## src/hdl/msp_pkg.sv

```systemverilog
`timescale 1ns / 1ps
// ----------------------------------------------------------------------------
// Motor speed PID package
// Shared widths, register indexes, reset values and inter-stage types.
// ----------------------------------------------------------------------------
package msp_pkg;

    localparam int NUM_MOTORS   = 4;
    localparam int MOTOR_W      = 2;
    localparam int MOTOR_SLOTS  = 2 ** MOTOR_W;
    localparam int SPEED_W      = 16;
    localparam int GAIN_W       = 16;
    localparam int ERR_LIM_W    = 14;
    localparam int INT_LIM_W    = 15;
    localparam int CUR_LIM_W    = 15;
    localparam int ERR_W        = 15;
    localparam int SUM_W        = 16;
    localparam int DIFF_W       = 16;
    localparam int PROD_P_W     = GAIN_W + 1 + ERR_W;
    localparam int PROD_I_W     = GAIN_W + 1 + SUM_W;
    localparam int PROD_D_W     = GAIN_W + 1 + DIFF_W;
    localparam int ACC_W        = 35;
    localparam int FRAC_W       = 8;
    localparam int DRIVE_W      = 16;
    localparam int CFG_IDX_W    = 3;
    localparam int CFG_DATA_W   = 16;
    localparam int IN_TDATA_W   = 40;
    localparam int OUT_TDATA_W  = 16;

    localparam logic [GAIN_W-1:0]    KP_RESET      = 16'd2304;
    localparam logic [GAIN_W-1:0]    KI_RESET      = 16'd179;
    localparam logic [GAIN_W-1:0]    KD_RESET      = 16'd0;
    localparam logic [ERR_LIM_W-1:0] ERR_LIM_RESET = 14'd5000;
    localparam logic [INT_LIM_W-1:0] INT_LIM_RESET = 15'd15000;
    localparam logic [CUR_LIM_W-1:0] CUR_LIM_RESET = 15'd15000;

    typedef enum logic [CFG_IDX_W-1:0] {
        CFG_KP      = 3'd0,
        CFG_KI      = 3'd1,
        CFG_KD      = 3'd2,
        CFG_ERR_LIM = 3'd3,
        CFG_INT_LIM = 3'd4,
        CFG_CUR_LIM = 3'd5
    } t_cfg_idx;

    typedef struct packed {
        logic [GAIN_W-1:0]    kp;
        logic [GAIN_W-1:0]    ki;
        logic [GAIN_W-1:0]    kd;
        logic [ERR_LIM_W-1:0] err_lim;
        logic [INT_LIM_W-1:0] int_lim;
        logic [CUR_LIM_W-1:0] cur_lim;
    } t_cfg;

    typedef struct packed {
        logic               valid;
        logic [MOTOR_W-1:0] motor;
        logic [SPEED_W-1:0] target;
        logic [SPEED_W-1:0] measured;
    } t_item;

    typedef struct packed {
        logic              valid;
        logic              bad;
        logic [ERR_W-1:0]  e;
        logic [SUM_W-1:0]  s;
        logic [DIFF_W-1:0] d;
    } t_err;

    typedef struct packed {
        logic                valid;
        logic                bad;
        logic [PROD_P_W-1:0] p;
        logic [PROD_I_W-1:0] i;
        logic [PROD_D_W-1:0] d;
    } t_prod;

    typedef struct packed {
        logic               valid;
        logic [DRIVE_W-1:0] drive;
        logic               sat;
    } t_res;

endpackage

```

## src/hdl/msp_cfg.sv

```systemverilog
`timescale 1ns / 1ps
// ----------------------------------------------------------------------------
// Motor speed PID configuration registers
// Gains and limits, written one register per request.
// ----------------------------------------------------------------------------
module msp_cfg
    import msp_pkg::*;
(
    input  logic                  i_clk,
    input  logic                  i_rst_n,
    input  logic                  i_cfg_valid,
    output logic                  o_cfg_ready,
    input  logic [CFG_IDX_W-1:0]  i_cfg_index,
    input  logic [CFG_DATA_W-1:0] i_cfg_data,
    output t_cfg                  o_cfg
);

    t_cfg r_cfg;
    t_cfg n_cfg;

    assign o_cfg_ready = 1'b1;
    assign o_cfg       = r_cfg;

    always_comb begin
        n_cfg = r_cfg;
        if (i_cfg_valid) begin
            case (t_cfg_idx'(i_cfg_index))
                CFG_KP:      n_cfg.kp      = i_cfg_data;
                CFG_KI:      n_cfg.ki      = i_cfg_data;
                CFG_KD:      n_cfg.kd      = i_cfg_data;
                CFG_ERR_LIM: n_cfg.err_lim = i_cfg_data[ERR_LIM_W-1:0];
                CFG_INT_LIM: n_cfg.int_lim = i_cfg_data[INT_LIM_W-1:0];
                CFG_CUR_LIM: n_cfg.cur_lim = i_cfg_data[CUR_LIM_W-1:0];
                default:     n_cfg = r_cfg;
            endcase
        end
    end

    always_ff @(posedge i_clk) begin
        if (!i_rst_n) begin
            r_cfg.kp      <= KP_RESET;
            r_cfg.ki      <= KI_RESET;
            r_cfg.kd      <= KD_RESET;
            r_cfg.err_lim <= ERR_LIM_RESET;
            r_cfg.int_lim <= INT_LIM_RESET;
            r_cfg.cur_lim <= CUR_LIM_RESET;
        end else begin
            r_cfg <= n_cfg;
        end
    end

endmodule

```

## src/hdl/msp_err.sv

```systemverilog
`timescale 1ns / 1ps
// ----------------------------------------------------------------------------
// Motor speed PID error stage
// Clamps the speed error, updates the per-motor error sum and previous error.
// ----------------------------------------------------------------------------
module msp_err
    import msp_pkg::*;
(
    input  logic  i_clk,
    input  logic  i_rst_n,
    input  logic  i_load,
    input  t_item i_item,
    input  t_cfg  i_cfg,
    output t_err  o_err
);

    logic [SUM_W-1:0] r_sum  [MOTOR_SLOTS];
    logic [ERR_W-1:0] r_prev [MOTOR_SLOTS];
    t_err             r_err;
    t_err             n_err;

    logic signed [SPEED_W:0] w_diff;
    logic signed [SPEED_W:0] w_elim;
    logic signed [SPEED_W:0] w_ec;
    logic signed [SUM_W:0]   w_sum;
    logic signed [SUM_W:0]   w_ilim;
    logic signed [SUM_W:0]   w_sc;
    logic                    w_bad;
    logic                    w_upd;

    assign w_bad  = ({{(32-MOTOR_W){1'b0}}, i_item.motor} >= 32'(NUM_MOTORS));
    assign w_diff = $signed({i_item.target[SPEED_W-1], i_item.target})
                  - $signed({i_item.measured[SPEED_W-1], i_item.measured});
    assign w_elim = $signed({{(SPEED_W+1-ERR_LIM_W){1'b0}}, i_cfg.err_lim});
    assign w_ec   = (w_diff > w_elim) ? w_elim : ((w_diff < -w_elim) ? -w_elim : w_diff);

    assign w_sum  = $signed({r_sum[i_item.motor][SUM_W-1], r_sum[i_item.motor]})
                  + $signed({{(SUM_W+1-ERR_W){w_ec[ERR_W-1]}}, w_ec[ERR_W-1:0]});
    assign w_ilim = $signed({{(SUM_W+1-INT_LIM_W){1'b0}}, i_cfg.int_lim});
    assign w_sc   = (w_sum > w_ilim) ? w_ilim : ((w_sum < -w_ilim) ? -w_ilim : w_sum);

    assign w_upd  = i_load && i_item.valid && !w_bad;

    always_comb begin
        n_err.valid = i_item.valid;
        n_err.bad   = w_bad;
        n_err.e     = w_ec[ERR_W-1:0];
        n_err.s     = w_sc[SUM_W-1:0];
        n_err.d     = {w_ec[ERR_W-1], w_ec[ERR_W-1:0]}
                    - {r_prev[i_item.motor][ERR_W-1], r_prev[i_item.motor]};
    end

    always_ff @(posedge i_clk) begin
        if (!i_rst_n) begin
            r_err.valid <= 1'b0;
            for (int k = 0; k < MOTOR_SLOTS; k++) begin
                r_sum[k]  <= '0;
                r_prev[k] <= '0;
            end
        end else begin
            if (i_load) begin
                r_err <= n_err;
            end
            if (w_upd) begin
                r_sum[i_item.motor]  <= n_err.s;
                r_prev[i_item.motor] <= n_err.e;
            end
        end
    end

    assign o_err = r_err;

endmodule

```

## src/hdl/msp_mul.sv

```systemverilog
`timescale 1ns / 1ps
// ----------------------------------------------------------------------------
// Motor speed PID product stage
// Forms the proportional, integral and derivative products in parallel.
// ----------------------------------------------------------------------------
module msp_mul
    import msp_pkg::*;
(
    input  logic  i_clk,
    input  logic  i_rst_n,
    input  logic  i_load,
    input  t_err  i_err,
    input  t_cfg  i_cfg,
    output t_prod o_prod
);

    t_prod r_prod;
    t_prod n_prod;

    always_comb begin
        n_prod.valid = i_err.valid;
        n_prod.bad   = i_err.bad;
        n_prod.p     = PROD_P_W'($signed({1'b0, i_cfg.kp}) * $signed(i_err.e));
        n_prod.i     = PROD_I_W'($signed({1'b0, i_cfg.ki}) * $signed(i_err.s));
        n_prod.d     = PROD_D_W'($signed({1'b0, i_cfg.kd}) * $signed(i_err.d));
    end

    always_ff @(posedge i_clk) begin
        if (!i_rst_n) begin
            r_prod.valid <= 1'b0;
        end else if (i_load) begin
            r_prod <= n_prod;
        end
    end

    assign o_prod = r_prod;

endmodule

```

## src/hdl/msp_sat.sv

```systemverilog
`timescale 1ns / 1ps
// ----------------------------------------------------------------------------
// Motor speed PID output stage
// Sums the products, truncates toward zero and clamps to the current limit.
// ----------------------------------------------------------------------------
module msp_sat
    import msp_pkg::*;
(
    input  logic  i_clk,
    input  logic  i_rst_n,
    input  logic  i_load,
    input  t_prod i_prod,
    input  t_cfg  i_cfg,
    output t_res  o_res
);

    t_res r_res;
    t_res n_res;

    logic signed [ACC_W-1:0] w_acc;
    logic signed [ACC_W-1:0] w_mag;
    logic signed [ACC_W-1:0] w_whole;
    logic        [ACC_W-1:0] w_lim_q;
    logic                    w_neg;
    logic                    w_sat;
    logic        [DRIVE_W-1:0] w_lim;

    assign w_acc   = ACC_W'($signed(i_prod.p)) + ACC_W'($signed(i_prod.i))
                   + ACC_W'($signed(i_prod.d));
    assign w_neg   = w_acc[ACC_W-1];
    assign w_mag   = w_neg ? -w_acc : w_acc;
    assign w_lim_q = {{(ACC_W-CUR_LIM_W-FRAC_W){1'b0}}, i_cfg.cur_lim, {FRAC_W{1'b0}}};
    assign w_sat   = $unsigned(w_mag) > w_lim_q;
    assign w_whole = w_neg ? ((w_acc + ACC_W'(signed'(255))) >>> FRAC_W) : (w_acc >>> FRAC_W);
    assign w_lim   = {1'b0, i_cfg.cur_lim};

    always_comb begin
        n_res.valid = i_prod.valid;
        if (i_prod.bad) begin
            n_res.drive = '0;
            n_res.sat   = 1'b0;
        end else if (w_sat) begin
            n_res.drive = w_neg ? -w_lim : w_lim;
            n_res.sat   = 1'b1;
        end else begin
            n_res.drive = w_whole[DRIVE_W-1:0];
            n_res.sat   = 1'b0;
        end
    end

    always_ff @(posedge i_clk) begin
        if (!i_rst_n) begin
            r_res.valid <= 1'b0;
        end else if (i_load) begin
            r_res <= n_res;
        end
    end

    assign o_res = r_res;

endmodule

```

## src/hdl/motor_speed_pid.sv

```systemverilog
`timescale 1ns / 1ps
// ----------------------------------------------------------------------------
// Motor speed PID
// Positional PID speed loop with anti-windup clamp, shared by several motors.
// ----------------------------------------------------------------------------
// The block accepts one request per clock while no back-pressure holds it,
// and returns one result per request, in order. A request passes the input
// register, error stage (which also updates the motor's error sum and
// previous error), product stage and output stage, whose register holds the
// result. Back-to-back requests for the same motor see each other's state,
// because the state update completes within the error stage. Empty stages are
// filled while a result waits to be taken, so up to four requests can be held.
// ----------------------------------------------------------------------------
module motor_speed_pid
    import msp_pkg::*;
(
    input  logic                   i_clk,
    input  logic                   i_rst_n,
    input  logic                   i_s_axis_tvalid,
    output logic                   o_s_axis_tready,
    // motor_index[1:0], target_speed[17:2], measured_speed[33:18], zero[39:34]
    input  logic [IN_TDATA_W-1:0]  i_s_axis_tdata,
    output logic                   o_m_axis_tvalid,
    input  logic                   i_m_axis_tready,
    // drive_current[15:0]
    output logic [OUT_TDATA_W-1:0] o_m_axis_tdata,
    // current_saturated[0]
    output logic [0:0]             o_m_axis_tuser,
    input  logic                   i_cfg_valid,
    output logic                   o_cfg_ready,
    input  logic [CFG_IDX_W-1:0]   i_cfg_index,
    input  logic [CFG_DATA_W-1:0]  i_cfg_data
);

    t_cfg  w_cfg;
    t_item r_in;
    t_err  w_err;
    t_prod w_prod;
    t_res  w_res;
    logic  w_en_in;
    logic  w_en_err;
    logic  w_en_mul;
    logic  w_en_out;

    assign w_en_out = !w_res.valid || i_m_axis_tready;
    assign w_en_mul = !w_prod.valid || w_en_out;
    assign w_en_err = !w_err.valid || w_en_mul;
    assign w_en_in  = !r_in.valid || w_en_err;

    assign o_s_axis_tready = w_en_in;

    always_ff @(posedge i_clk) begin
        if (!i_rst_n) begin
            r_in.valid <= 1'b0;
        end else if (w_en_in) begin
            r_in.valid    <= i_s_axis_tvalid;
            r_in.motor    <= i_s_axis_tdata[MOTOR_W-1:0];
            r_in.target   <= i_s_axis_tdata[MOTOR_W +: SPEED_W];
            r_in.measured <= i_s_axis_tdata[MOTOR_W+SPEED_W +: SPEED_W];
        end
    end

    msp_cfg u_cfg (
        .i_clk       (i_clk),
        .i_rst_n     (i_rst_n),
        .i_cfg_valid (i_cfg_valid),
        .o_cfg_ready (o_cfg_ready),
        .i_cfg_index (i_cfg_index),
        .i_cfg_data  (i_cfg_data),
        .o_cfg       (w_cfg)
    );

    msp_err u_err (
        .i_clk   (i_clk),
        .i_rst_n (i_rst_n),
        .i_load  (w_en_err),
        .i_item  (r_in),
        .i_cfg   (w_cfg),
        .o_err   (w_err)
    );

    msp_mul u_mul (
        .i_clk   (i_clk),
        .i_rst_n (i_rst_n),
        .i_load  (w_en_mul),
        .i_err   (w_err),
        .i_cfg   (w_cfg),
        .o_prod  (w_prod)
    );

    msp_sat u_sat (
        .i_clk   (i_clk),
        .i_rst_n (i_rst_n),
        .i_load  (w_en_out),
        .i_prod  (w_prod),
        .i_cfg   (w_cfg),
        .o_res   (w_res)
    );

    assign o_m_axis_tvalid   = w_res.valid;
    assign o_m_axis_tdata    = w_res.drive;
    assign o_m_axis_tuser[0] = w_res.sat;

    a_err_clamped: assert property (@(posedge i_clk) disable iff (!i_rst_n)
        (r_in.valid && w_en_err) |=>
        (($signed({w_err.e[ERR_W-1], w_err.e}) <= $signed({2'b00, $past(w_cfg.err_lim)})) &&
         ($signed({w_err.e[ERR_W-1], w_err.e}) >= -$signed({2'b00, $past(w_cfg.err_lim)}))))
        else $error("Clamped error exceeds the error limit.");

    a_sum_clamped: assert property (@(posedge i_clk) disable iff (!i_rst_n)
        (r_in.valid && w_en_err) |=>
        (($signed({w_err.s[SUM_W-1], w_err.s}) <= $signed({2'b00, $past(w_cfg.int_lim)})) &&
         ($signed({w_err.s[SUM_W-1], w_err.s}) >= -$signed({2'b00, $past(w_cfg.int_lim)}))))
        else $error("Error sum exceeds the integral limit.");

    a_bad_no_drive: assert property (@(posedge i_clk) disable iff (!i_rst_n)
        (w_prod.valid && w_prod.bad && w_en_out) |=>
        (o_m_axis_tdata == '0 && !o_m_axis_tuser[0]))
        else $error("Request for an absent motor produced a drive.");

    a_reset_empty: assert property (@(posedge i_clk)
        !i_rst_n |=> !o_m_axis_tvalid)
        else $error("Result valid directly after reset.");

endmodule

```

## config.mk

```make
export PLATFORM = sky130hd
export DESIGN_NAME = motor_speed_pid
export DESIGN_NICKNAME = d
export VERILOG_FILES = /design/src/hdl/msp_pkg.sv /design/src/hdl/msp_cfg.sv /design/src/hdl/msp_err.sv /design/src/hdl/msp_mul.sv /design/src/hdl/msp_sat.sv /design/src/hdl/motor_speed_pid.sv
export SDC_FILE = /design/constraint.sdc
export NUM_CORES = 2
export LEC_CHECK = 0
export ABC_AREA = 0
export BUFFER_PORTS_ARGS = -buffer_cell sky130_fd_sc_hd__buf_2
export CAP_MARGIN = 20
export CORE_ASPECT_RATIO = 0.7
export CORE_MARGIN = 1
export CORE_UTILIZATION = 60
export CTS_CLUSTER_SIZE = 40
export DETAILED_ROUTE_END_ITERATION = 7
export GPL_TIMING_DRIVEN = 0
export PLACE_DENSITY = 0.8
export SLEW_MARGIN = 10
export SYNTH_ARGS = -nofsm -noshare
export SYNTH_HDL_FRONTEND = slang
export SYNTH_SLANG_ARGS = --single-unit
```

## constraint.sdc

```tcl
create_clock -name i_clk -period 8.51 [get_ports i_clk]
set_clock_uncertainty 0.15 [all_clocks]
set_input_delay 0.851 -clock i_clk [delete_from_list [all_inputs] [get_ports i_clk]]
set_output_delay 0.851 -clock i_clk [all_outputs]
set_load 0.1 [all_outputs]
```

Word level (Yosys, flattened, before mapping):

Memory sizes are Yosys's and may differ from the RTL's. A register that Yosys moved wholly into a read port is not among the register bits.
Cells that the tools add are included.

* add/sub/neg operators: 10
* multipliers: 3
* order comparisons: 5
* eq/ne operators: 5
* mux-type cells: 20
* reductions and logical operators: 22

Operators with widths (count)
* 16-bit two-way mux: 5
* 17-bit by 16-bit multiplier with 33-bit output: 2
* 15-bit two-way mux: 3
* 34-bit by 33-bit adder with 35-bit output: 1
* 35-bit by 23-bit > comparator with 1-bit output: 1
* 35-bit two-way mux: 1
* 35-bit negator: 1
* 32-bit by 33-bit adder with 34-bit output: 1
* 17-bit less-than comparator: 2
* 17-bit by 15-bit multiplier with 32-bit output: 1
* 24-bit by 9-bit adder with 24-bit output (second input constant): 1
* 2-bit AND reduction: 10
* 16-bit by 15-bit adder with 17-bit output: 1
* 17-bit by 15-bit > comparator with 1-bit output: 1
* 17-bit by 16-bit > comparator with 1-bit output: 1
* 17-bit two-way mux: 1
* 14-bit negator with 17-bit output: 1
* 15-bit negator with 17-bit output: 1
* 16-bit by 16-bit subtractor with 17-bit output: 1
* 15-bit negator with 16-bit output: 1
* 16-bit OR reduction: 1
* 15-bit by 15-bit subtractor with 16-bit output: 1
* 15-bit OR reduction: 1
* 2-bit two-way mux: 4
* other kinds (8): 21

* flip-flop bits (word level): 292
* bits in writable memories: 124
* output and inout port bits: 20
* logic and storage cells: 88
* memories kept: 2

Memory list
* u_err.r_sum: depth 4, bits a word 16, rd ports 1, clocked after memory_dff 1, write ports 4, line msp_err.sv:17 `logic [SUM_W-1:0] r_sum [MOTOR_SLOTS];`
* u_err.r_prev: depth 4, bits a word 15, rd ports 1, clocked after memory_dff 1, write ports 4, line msp_err.sv:18 `logic [ERR_W-1:0] r_prev [MOTOR_SLOTS];`

Longest topological paths before layout:

* depth in word-level cells: 10
* depth in mapped cells: 45

Hierarchy:

A second synthesis with hierarchy kept.

* cell total of the unflattened synthesis: 5329
* area total of the unflattened synthesis: 50915.1 µm²

Modules (own cells, without submodules)
* msp_mul: instances 1, cells each 3084, area each 28765.1 µm²
* msp_err: instances 1, cells each 1125, area each 11738.8 µm²
* msp_sat: instances 1, cells each 739, area each 5805.6 µm²
* msp_cfg: instances 1, cells each 337, area each 3509.6 µm²
* motor_speed_pid: instances 1, cells each 44, area each 1096.1 µm²

Worst setup path after synthesis:

OpenSTA, ideal clock, no wires.

* kind: reg-to-reg
* start point: register r_in[16] (netlist bit)
* end point: memory u_err.r_sum[2][12] (data pin)
* library setup time: 0.265 ns
* data arrival time: 8.670 ns
* path slack: -0.575 ns
* cell stages (with the launch flop): 40
* buffers on the path: 4
* clock period less this slack: 9.085 ns
* path through: edfxtp_1 inv_1 ha_1 inv_1 fa_1 a21o_1 a2111oi_4 o211ai_1 a31oi_1 xnor2_1 ha_1 and4_1 o21ai_0 nand4_1 o31ai_1 clkbuf_1 buf_1 nor2_1 (+4 left out) a21o_1 maj3_2 maj3_1 a21oi_1 xnor2_1 ha_1 o2111ai_1 a31o_2 a21oi_1 maj3_1 a2111o_1 o31ai_1 a31o_1 a21o_1 buf_4 buf_6 mux2i_4 nor2_1

RTL lines
* from (decl): line motor_speed_pid.sv:36 `t_item r_in;`
* to (decl): line msp_err.sv:17

==> metrics.txt <==
layout cell share with drive strength beyond 1 0.0833; cells after synthesis 5160; fillers 6046; die span in y 241 um; Largest stage delay, worst path 0.41 ns; DP Wirelength 113000 um; failing checks setup timing; fin. max-slew vios 0; initial drt markers 5096; CTS Sinks 418; Crit. Startpoint r_in[16]; critical path type reg -> reg; synth top area cells fa_1 (25%), edfxtp_1 (20%), ha_1 (13%), inv_1 (6.6%), nand2_1 (5.5%); EDFF count, synth 320; Detailed Route WL 145000 um; DRC violations left 0; share of the synthesized area in the top cell type 0.247; Worst path depth 44; syn_nets 6343; min Tclk post-route 9.41 ns; Synth cell types 87; grt total ovfl 0; Max Fanout on Critical Path 7; final worst path period share 1.11; cells on worst reg2reg path 44; CTS Hold Bufs 0; status finished, violations left; crit path capture type flop; number of synthesized register bits 418; fmax 106 MHz; top-count cell post-synth inv_1; CTS max path bufs 3; CP Launch Type flop; Die Wd 344 um; CTS Buf Count 43; vias 39100; # setup viols final 80; largest net degree at the start of global routing 36; core area 80800 sq um; max capacitance violation total 0; post-route worst setup slack -0.896 ns; Port-buffer cells 76; row count 87; cell accounting for the most synthesized area fa_1; TritonCTS clock tree done; launch point of the worst reg-to-reg path r_in[16]; Post-synth top flop edfxtp_1; DRT Pass-1 Iters 8; Worst R2R Setup Slack -0.90 ns; setup total negative slack -63.82 ns; initial core utilization 0.608; Yosys warning count 0; worst-margin pin slew 1.03 ns; initial antenna violation count 5; routability cong. 1.00; CP Data Required Time 8.70 ns; top cells by count, synth inv_1 (859), nand2_1 (722), fa_1 (606); Vias per Instance 6.06; Slew Limit Headroom 0.312; syn avg cell area 9.52 sq um; die footprint 83000 sq um; ys async rst share 0; Worst Hold Class in -> reg; Synth Cell Area 49100 sq um; htree depth 2; Boundary Pins 84; Setup crit end u_err.r_sum[3][8]; Critical Path Slowest Stage Cell a2111oi_4; clock root buffer clkbuf_16; reg-to-reg critical path endpoint u_err.r_sum[3][8]; final hold viol count 0; total global-route track usage 0.353; crit path DAT 9.60 ns; register area share after synthesis 0.236; Buf+Inv Stages, Crit Path 6; clock transition at the registers of the reported paths 0.07 ns; vias in the first global route 39000; family with the most delay on the worst path compound AO/OA/AOI/OAI gates; clk_lat worst skew 0.63 ns; Final #Nets 6538; wire length of the first global-routing pass 223000 um; Sequential cell area 11600 sq um; Routed Antenna Nets 0; WL/cell 22.4 um; RSZ-0062 raised after global routing true; Area Growth Syn to Fin 10.4%; CP most frequent cell a21o_1; multi-input gate area in the final layout 34600 sq um
## worst min path at each step
stage                 endpoint  cells past startpoint  slack [ns]               start
2_1_floorplan  u_cfg.o_cfg[14]                      2        0.29     u_cfg.o_cfg[14]
3_3_place_gp    u_cfg.o_cfg[2]                      2        0.31      u_cfg.o_cfg[2]
3_5_place_dp    u_cfg.o_cfg[2]                      2        0.34      u_cfg.o_cfg[2]
4_1_cts               r_in[18]                      1        0.24   i_s_axis_tdata[4]
5_1_grt               r_in[11]                      1        0.24  i_s_axis_tdata[29]
6_report              r_in[28]                      1        0.24  i_s_axis_tdata[14]
## state kept, by name, indices dropped and copies added, names as in the netlist, named ones only
name	flops
u_err.r_sum	64
u_cfg.o_cfg	92
u_sat.o_res	18
u_err.o_err	48
u_mul.o_prod	99
u_err.r_prev	60
r_in	35
## worst reg2reg max path, delay by kind of cell (launching register included)
family / cells / cell delay [ns]
flip-flops: 1 / 0.35
multiplexers: 1 / 0.36
AND/OR/NAND/NOR: 11 / 1.83
AO/OA/AOI/OAI: 18 / 3.92
XOR/XNOR: 2 / 0.32
adder cells (fa/ha/maj): 6 / 1.59
buffers and inverters: 6 / 0.60
## repair_timing
action | CTS | global route
setup endpoints to repair | 95 | 97
gates cloned | 1 | 0
buffers inserted | 55 | 11
resized for setup | 153 | 60
pin swaps | 75 | 45
## cells by family after synthesis
family,synth area share
AO/OA/AOI/OAI,0.0911
XOR/XNOR,0.0367
adder cells (fa/ha/maj),0.379
buffers and inverters,0.0793
flip-flops,0.236
multiplexers,0.0222
other,0.0000763
AND/OR/NAND/NOR,0.156
## through the flow
| step | setup WS (ns) | hold WS (ns) | area (sq um) | instances | util |
|---|---|---|---|---|---|
| 4_1_cts | -0.550 | 0.243 | 53800 | 6447 | 0.666 |
| 3_5_place_dp | -2.41 | 0.343 | 51100 | 6312 | 0.632 |
| 5_1_grt | -1.12 | 0.238 | 54200 | 6458 | 0.671 |
| 6_report | -0.896 | 0.244 | 54200 | 6459 | 0.671 |
| 2_1_floorplan | 0.00286 | 0.293 | 49200 | 5160 | - |
| 3_3_place_gp | -2.18 | 0.309 | 50900 | 6304 | 0.630 |
## cell type report
| type | count | share of cell area |
|---|---|---|
| clock inverter | 30 | 0.00822 |
| timing repair buffer | 152 | 0.0211 |
| clock buffer | 50 | 0.0213 |
| inverter | 861 | 0.0597 |
| buffer | 170 | 0.0135 |
| multi-input combinational | 3709 | 0.638 |
| antenna | 1 | 0.0000462 |
| tap | 1068 | 0.0247 |
| sequential | 418 | 0.213 |
## placed cells by master, fill, tap and decap left out, types with 11 or more instances in the layout
cell type  count
a211oi_1      16
a21boi_0      66
a21o_1        52
a21oi_1      147
a21oi_2       13
a31oi_1       31
and2_1       284
and3_1        20
buf_2         77
buf_4         57
clkbuf_1     157
clkbuf_16     44
dfxtp_1       97
edfxtp_1     320
fa_1         604
ha_1         503
inv_1        847
inv_2         11
mux2i_1       11
mux2i_4       13
mux4_2        31
nand2_1      713
nand2b_1      71
nand3_1       63
nand4_1       30
nor2_1       280
nor2b_1       26
nor3_1        51
nor4_1        21
o211ai_1      36
o21a_1        41
o21ai_0       91
o21bai_1      23
o31ai_1       11
or3_1         21
xnor2_1      153
xor2_1        44
## per-layer routing
layer / global-route usage / part of all wire / vias up
met5: 0 / 0.00024 / -
met4: 0.0956 / 0.032 / 6
met3: 0.139 / 0.16 / 397
met2: 0.504 / 0.41 / 2540
met1: 0.500 / 0.40 / 19000
li1: - / - / 17200
Power is not shown: default switching activity piles up to over one toggle a cycle in this logic, so the estimate is an artifact.
